`src/rtl/sprs_pkg.sv`:
```
// ----------------------------------------------------------------------------
// sprs_pkg
// Shared widths, constants, command/status types for the spherical shell
// relaxation sweep.
// ----------------------------------------------------------------------------
`timescale 1ns / 1ps
`default_nettype none

package sprs_pkg;

	localparam int MAX_LAYERS_DEF = 4096;

	localparam int DATA_W   = 32;
	localparam int ADJ_W    = 18;
	localparam int LAYER_W  = 13;
	localparam int RAD_W    = 35;
	localparam int WGT_W    = 62;
	localparam int DEN_W    = 64;
	localparam int ACC_W    = 96;
	localparam int MOP_W    = 34;
	localparam int PROD_W   = 2 * MOP_W;
	localparam int QUOT_W   = 41;
	localparam int DIVC_W   = 7;
	localparam int SIN_W    = 96;
	localparam int SOUT_W   = 48;
	localparam int CIDX_W   = 3;

	localparam logic [DATA_W-1:0] ONE_Q16    = 32'h0001_0000;
	localparam logic [ADJ_W-1:0]  ADJ_RESET  = 18'h1_0000;
	localparam logic [WGT_W-1:0]  WEIGHT_MAX = {WGT_W{1'b1}};
	localparam logic [QUOT_W-1:0] QUOT_CAP   = {1'b1, {(QUOT_W-1){1'b0}}};

	// Configuration register indexes.
	localparam logic [CIDX_W-1:0] REG_OFFSET   = 3'd0;
	localparam logic [CIDX_W-1:0] REG_ADJUST   = 3'd1;
	localparam logic [CIDX_W-1:0] REG_PREFACT  = 3'd2;
	localparam logic [CIDX_W-1:0] REG_LOWER    = 3'd3;
	localparam logic [CIDX_W-1:0] REG_UPPER    = 3'd4;

	// Operations of the shared multiplier.
	typedef enum logic [3:0] {
		MOP_SQ      = 4'd0,
		MOP_PA      = 4'd1,
		MOP_PB      = 4'd2,
		MOP_PFQ_OLD = 4'd3,
		MOP_OW_LO   = 4'd4,
		MOP_OW_HI   = 4'd5,
		MOP_WN_LO   = 4'd6,
		MOP_WN_HI   = 4'd7,
		MOP_PFQ_NEW = 4'd8
	} mop_t;

	// Kind of result being computed.
	typedef enum logic [1:0] {
		RK_LOWER    = 2'd0,
		RK_ONESIDE  = 2'd1,
		RK_INTERIOR = 2'd2,
		RK_EDGE     = 2'd3
	} rkind_t;

	typedef struct packed {
		logic   capture;
		logic   mul;
		logic   wb;
		mop_t   op;
		logic   weight;
		logic   div_init;
		logic   div_step;
		logic   round;
		logic   emit;
		rkind_t kind;
		logic   res_last;
		logic   update;
	} cmd_t;

	typedef struct packed {
		logic first;
		logic n_two;
		logic n_three;
		logic zero_off;
		logic lower;
		logic upper;
		logic last;
		logic div_last;
		logic out_free;
	} stat_t;

endpackage

`default_nettype wire

```
`src/rtl/sprs_ctrl.sv`:
```
// ----------------------------------------------------------------------------
// sprs_ctrl
// Sequencer: steps the shared multiplier, the divider and the result
// hand-off for each layer.
// ----------------------------------------------------------------------------
`timescale 1ns / 1ps
`default_nettype none

module sprs_ctrl
	import sprs_pkg::*;
(
	input  wire logic  clk,
	input  wire logic  arst_n,
	input  wire logic  s_tvalid,
	output logic       s_tready,
	input  wire stat_t stat,
	output cmd_t       cmd
);

	typedef enum logic [8:0] {
		ST_IDLE     = 9'b000000001,
		ST_MUL      = 9'b000000010,
		ST_WB       = 9'b000000100,
		ST_WEIGHT   = 9'b000001000,
		ST_DIV_INIT = 9'b000010000,
		ST_DIV      = 9'b000100000,
		ST_ROUND    = 9'b001000000,
		ST_EMIT     = 9'b010000000,
		ST_UPDATE   = 9'b100000000
	} state_t;

	state_t state_q, state_d;
	mop_t   op_q, op_d;
	rkind_t kind_q, kind_d;
	logic   pend_q, pend_d;

	logic   edge_go;
	logic   have_first;
	rkind_t first_kind;

	assign s_tready = (state_q == ST_IDLE);

	// Which results this layer produces.
	always_comb begin
		edge_go = stat.last && stat.upper && !(stat.zero_off && stat.n_two);
		priority if (stat.n_two) begin
			have_first = !stat.zero_off && stat.lower;
			first_kind = RK_LOWER;
		end else if (stat.zero_off && stat.n_three) begin
			have_first = 1'b1;
			first_kind = RK_ONESIDE;
		end else begin
			have_first = 1'b1;
			first_kind = RK_INTERIOR;
		end
	end

	always_comb begin
		state_d = state_q;
		op_d    = op_q;
		kind_d  = kind_q;
		pend_d  = pend_q;
		cmd     = '0;
		cmd.op   = op_q;
		cmd.kind = kind_q;
		cmd.res_last = (kind_q == RK_EDGE) || (stat.last && !pend_q);
		unique case (state_q)
			ST_IDLE: begin
				if (s_tvalid) begin
					cmd.capture = 1'b1;
					op_d = MOP_SQ;
					state_d = stat.first ? ST_UPDATE : ST_MUL;
				end
			end
			ST_MUL: begin
				cmd.mul = 1'b1;
				state_d = ST_WB;
			end
			ST_WB: begin
				cmd.wb = 1'b1;
				state_d = ST_MUL;
				unique case (op_q)
					MOP_SQ:      op_d = MOP_PA;
					MOP_PA:      op_d = MOP_PB;
					MOP_PB:      state_d = ST_WEIGHT;
					MOP_PFQ_OLD: begin
						if (kind_q == RK_INTERIOR) begin
							op_d = MOP_OW_LO;
						end else begin
							state_d = ST_DIV_INIT;
						end
					end
					MOP_OW_LO:   op_d = MOP_OW_HI;
					MOP_OW_HI:   op_d = MOP_WN_LO;
					MOP_WN_LO:   op_d = MOP_WN_HI;
					MOP_WN_HI:   state_d = ST_DIV_INIT;
					MOP_PFQ_NEW: state_d = ST_DIV_INIT;
					default:     state_d = ST_DIV_INIT;
				endcase
			end
			ST_WEIGHT: begin
				cmd.weight = 1'b1;
				pend_d = edge_go;
				if (have_first) begin
					kind_d = first_kind;
					op_d = MOP_PFQ_OLD;
					state_d = ST_MUL;
				end else if (edge_go) begin
					kind_d = RK_EDGE;
					op_d = MOP_PFQ_NEW;
					state_d = ST_MUL;
				end else begin
					state_d = ST_UPDATE;
				end
			end
			ST_DIV_INIT: begin
				cmd.div_init = 1'b1;
				state_d = ST_DIV;
			end
			ST_DIV: begin
				cmd.div_step = 1'b1;
				if (stat.div_last) begin
					state_d = ST_ROUND;
				end
			end
			ST_ROUND: begin
				cmd.round = 1'b1;
				state_d = ST_EMIT;
			end
			ST_EMIT: begin
				if (stat.out_free) begin
					cmd.emit = 1'b1;
					if (kind_q != RK_EDGE && pend_q) begin
						kind_d = RK_EDGE;
						op_d = MOP_PFQ_NEW;
						state_d = ST_MUL;
					end else begin
						state_d = ST_UPDATE;
					end
				end
			end
			ST_UPDATE: begin
				cmd.update = 1'b1;
				state_d = ST_IDLE;
			end
			default: state_d = ST_IDLE;
		endcase
	end

	always_ff @(posedge clk or negedge arst_n) begin
		if (!arst_n) begin
			state_q <= ST_IDLE;
			op_q    <= MOP_SQ;
			kind_q  <= RK_INTERIOR;
			pend_q  <= 1'b0;
		end else begin
			state_q <= state_d;
			op_q    <= op_d;
			kind_q  <= kind_d;
			pend_q  <= pend_d;
		end
	end

endmodule

`default_nettype wire

```
`config.mk`:
```
export PLATFORM = sky130hd
export DESIGN_NAME = sprs_ctrl
export DESIGN_NICKNAME = d
export VERILOG_FILES = /design/src/rtl/sprs_pkg.sv /design/src/rtl/sprs_ctrl.sv
export SDC_FILE = /design/constraint.sdc
export NUM_CORES = 1
export LEC_CHECK = 0
export ABC_CLOCK_PERIOD_IN_PS = 4200
export BUFFER_PORTS_ARGS = -buffer_cell sky130_fd_sc_hd__clkbuf_2
export CAP_MARGIN = 20
export CORE_ASPECT_RATIO = 0.6
export CORE_MARGIN = 8
export CORE_UTILIZATION = 50
export CTS_BUF_LIST = sky130_fd_sc_hd__clkbuf_16
export CTS_CLUSTER_SIZE = 12
export DETAILED_ROUTE_END_ITERATION = 12
export PLACE_DENSITY_LB_ADDON = 0.2
export SETUP_SLACK_MARGIN = 0.2
export SYNTH_ARGS = -nofsm -noshare
export SYNTH_HDL_FRONTEND = slang
export SYNTH_SLANG_ARGS = --single-unit
export TNS_END_PERCENT = 30
```
`constraint.sdc`:
```
create_clock -name clk -period 4.2 [get_ports clk]
set_input_delay 0.21 -clock clk [delete_from_list [all_inputs] [get_ports clk]]
set_output_delay 0.21 -clock clk [all_outputs]
set_load 0.03 [all_outputs]
```
# Word-level counts from Yosys, hierarchy flattened
# Cells that the tools add are included.
dict set report op_classes {
  n_eq_ne 25
  muxes 37
  reduce_logical 18
}
# operator n
set op_table {}
lappend op_table {{one-hot mux 9 bit (8 select lines)} 1}
lappend op_table {{two-way mux 9 bit} 7}
lappend op_table {{two-way mux 4 bit} 6}
lappend op_table {{one-hot mux 4 bit (6 select lines)} 1}
lappend op_table {{one-hot mux 4 bit (4 select lines)} 1}
lappend op_table {{one-hot mux 5 bit (3 select lines)} 1}
lappend op_table {{== test 4 x 3 -> 1 bit, second input constant} 3}
lappend op_table {{two-way mux 1 bit} 12}
lappend op_table {{two-way mux 2 bit} 6}
lappend op_table {{inequality test 2 bit, second input constant} 5}
lappend op_table {{== test 9 x 1 -> 1 bit, second input constant} 1}
lappend op_table {{== test 9 x 2 -> 1 bit, second input constant} 1}
lappend op_table {{== test 9 x 3 -> 1 bit, second input constant} 1}
lappend op_table {{== test 9 x 4 -> 1 bit, second input constant} 1}
lappend op_table {{== test 9 x 5 -> 1 bit, second input constant} 1}
lappend op_table {{== test 9 x 6 -> 1 bit, second input constant} 1}
lappend op_table {{== test 9 x 7 -> 1 bit, second input constant} 1}
lappend op_table {{== test 9 x 8 -> 1 bit, second input constant} 1}
lappend op_table {{== test 9 bit, second input constant} 1}
lappend op_table {{== test 4 x 2 -> 1 bit, second input constant} 2}
lappend op_table {{logical AND 1 bit} 7}
lappend op_table {{inequality test 7 x 2 -> 1 bit, second input constant} 1}
lappend op_table {{AND reduction 7 bit} 1}
lappend op_table {{inequality test 3 bit, second input constant} 2}
lappend op_table {{12 further kinds} 15}
dict set report word_totals {
  reg_bits 16
  in_bits 12
  out_inout_bits 17
  elab_cells 84
}

# Depth between registers and ports, before layout
dict set report depth {
  word_depth 6
  mapped_depth 6
  depth_no_buf 5
}

# Worst setup path after synthesis
# Ideal clock, no wire load.
dict set report synth_timing {
  path_kind {reg2out}
  startpoint {reg state_q[7]}
  endpoint {out cmd[0] (netlist name)}
  t_arrival_ns 1.883
  required_ns 3.990
  setup_slack_ns 2.107
  path_stages_with_launch 5
  path_buffers 1
  path_cell_list {dfrtp_1 buf_6 nor2_2 nand3_1 nor4b_1}
}
# item line_no
set synth_rtl {}
lappend synth_rtl {{start: declaration} sprs_ctrl.sv:32} ;# state_t state_q, state_d;
lappend synth_rtl {{start signal: assignment} sprs_ctrl.sv:157} ;# state_q <= state_d;
lappend synth_rtl {{end: declaration} sprs_ctrl.sv:17} ;# output cmd_t cmd

==> metrics.txt <==
number of gates resized after CTS=0; Worst Setup End Kind=primary output; share of layout cells above drive strength 1=0.327; fin cells=183; highest metal used=met4; Synth Flop Type=dfrtp_1; flop-to-flop setup slack=2340 ps; syn_nets=134; CP max FO=13; syn avg cell area=9.34 µm²; port bufs=28; initial antenna violation count=0; HP Class=in -> reg; Reg2Reg Launch Point=state_q[7]; CTS tree=done; Inserted Clock Buffers=3; dpl ws=2390 ps; worst hold margin=221 ps; Final WS setup=2150 ps; Async SR Flop Fraction=1.00; Die W=77.6 µm; hold_sp=stat[3]; core area=2160 µm²; I/O pin total=29; H-tree depth=1; Worst Path Buf+Inv=2; fin nets=166; vias in the first global route=1056; Synth-to-Final Area Change=21.4%; hold_buf cts=1; WP data required=3990 ps; layout filler cell count=178; DRC viols=0; top-area cell type share of the netlist area=0.307; first-pass GRT wire length=5.04 mm; Die Ht=53.0 µm; Layout Skew=4.59 ps; crit-path cells=nor4b_2, nand3_2, inv_2, clkbuf_2; Netlist cell types=47; starting density of the core=0.527; worst skew pair latency=250 ps; Register Area=403 µm²; r2r endpoint=op_q[3]; most frequent cells in the layout=clkbuf_2 (28), dfrtp_1 (14), nand2_1 (10), a21oi_1 (9), nor2_1 (8); YS warnings=0; synth top area cells=dfrtp_1 (31%), dfstp_2 (4.6%), a21oi_1 (4.0%); Highest Clock Rate=487 MHz; clock sink count=16; GRT Overall Usage=0.157; Final period util=0.489; relative slew slack=0.654; final hold viol count=0; #FFs+latches synth=16; gr ovfl total=0; Reg clk slew, reported paths=50 ps; Peak VDD IR=324 µV; largest net degree at the start of global routing=17; measured slew at the worst slew-check pin=518 ps; Max-Cap Viols=0; clock root buffer=clkbuf_16; ANT cells=0; Crit path max-delay family=simple AND/OR/NAND/NOR gates; metal3 WL=296 µm; commonest non-fill, non-tap cell in the layout=clkbuf_2; Die ar.=4110 µm²; max-slew violations=0; final wirelength=3.06 mm; Post-CTS Setup Bufs=0; Tmin final=2050 ps; via count=1084; pwr dens=565 nW/µm²; Routed Antenna Nets=0; DR iter-0 viols=111; Placed Instances=178; Syn Inst Count=122; Critical Path Slowest Stage Cell=dfrtp_1; Reg2Reg Depth=5; number of flops mapped to enable cells by yosys=0; post-DR wirelength/cell=16.7 µm; Cell Rows=13; M1 WL=1.34 mm; sequential share of the synthesized area=0.353; RSZ-0062 raised after global routing=no; setup_tns=0 ps; outcome=complete, no violations; hold endpoint=pend_q; setup violators final=0; Worst path max stage delay=560 ps; synthesized cell area=1140 µm²; post-synth top area cell=dfrtp_1; data arrival time of the critical path=1840 ps; Hold Path Depth=3; Vias per Instance=5.92; CP Class=reg -> out; met2 WL=1.39 mm; first-pass detailed-route iteration total=4; Bufs on Longest Clock Path=2; Leakage Power=0.000618 µW; RePlAce Congestion=0.862; startpoint class of the critical path=flop; area occupied by multi-input gates=688 µm²; post-DP HPWL=2.40 mm
==> worst reg2reg max path: cells and delay by family, from the launching register on <==
kind / cells / cell delay (ps)
AOI/OAI and AO/OA: 1 / 90
DFF: 1 / 560
and+or+nand+nor: 3 / 910
muxes: 1 / 220
==> flip-flops by register name, summed over array words and instances, names as in the netlist <==
register  flops
state_q       9
kind_q        2
op_q          4
pend_q        1
==> worst max-delay path by stage <==
stage / start / to / slack, ps / cells after the start
after CTS: state_q[7] / cmd[13] / 2150 / 4
after global placement: kind_q[1] / op_q[1] / 2410 / 5
final: state_q[7] / cmd[13] / 2150 / 4
after global routing: state_q[7] / cmd[0] / 2010 / 4
after detailed placement: state_q[7] / op_q[3] / 2390 / 5
after floorplan: state_q[7] / cmd[0] / 2110 / 4
==> metrics by stage <==
step	total power [µW]	instance area, µm²	utilization
final	782	1380	0.640
after CTS	783	1380	0.640
after floorplan	500	1140	-
after global placement	584	1290	0.599
after global routing	825	1380	0.640
after detailed placement	588	1290	0.599
==> cells in the mapped netlist, types with 2 or more instances <==
cell type  count
nand4_1        3
xor2_1         2
o21ai_0        3
o22a_1         2
buf_6          2
nor3_2         2
nand4b_1       2
nor3_1         4
a31oi_1        3
inv_1          6
nor2b_1        3
dfrtp_1       14
nand2b_1       7
mux2i_1        2
nor2_2         3
nand2_1       10
a2bb2oi_1      2
nand3_1        2
nor4b_1        2
dfstp_2        2
and2_1         4
a21oi_1        9
nor2_1         8
nor4b_2        2
==> report_power, final <==
part           internal [µW]  total, µW  switching, µW
logic                    148        374            225
clock network            126        187           61.1
registers                180        221           40.9
==> logic make-up after synthesis <==
| family | Yosys count | synth area share |
|---|---|---|
| flip-flops | 16 | 0.353 |
| AO/OA/AOI/OAI | 29 | 0.189 |
| AND/OR/NAND/NOR | 64 | 0.382 |
| XOR/XNOR | 2 | 0.0154 |
| buffers and inverters | 9 | 0.0428 |
| multiplexers | 2 | 0.0176 |
==> layout make-up <==
class,instances,share of cell area
Timing Repair Buffer,29,0.108
Inverter,7,0.0190
Sequential cell,16,0.291
Tap cell,30,0.0271
Clock buffer,3,0.0542
Multi-Input combinational cell,97,0.497
Clock inverter,1,0.00271
==> routing by layer <==
| layer | vias up | global-route usage |
|---|---|---|
| li1 | 512 | - |
| met5 | - | 0 |
| met1 | 514 | 0.189 |
| met3 | 6 | 0.0777 |
| met2 | 52 | 0.243 |
| met4 | 0 | 0.0435 |
No activity file was read; power rests on OpenSTA's default activity.
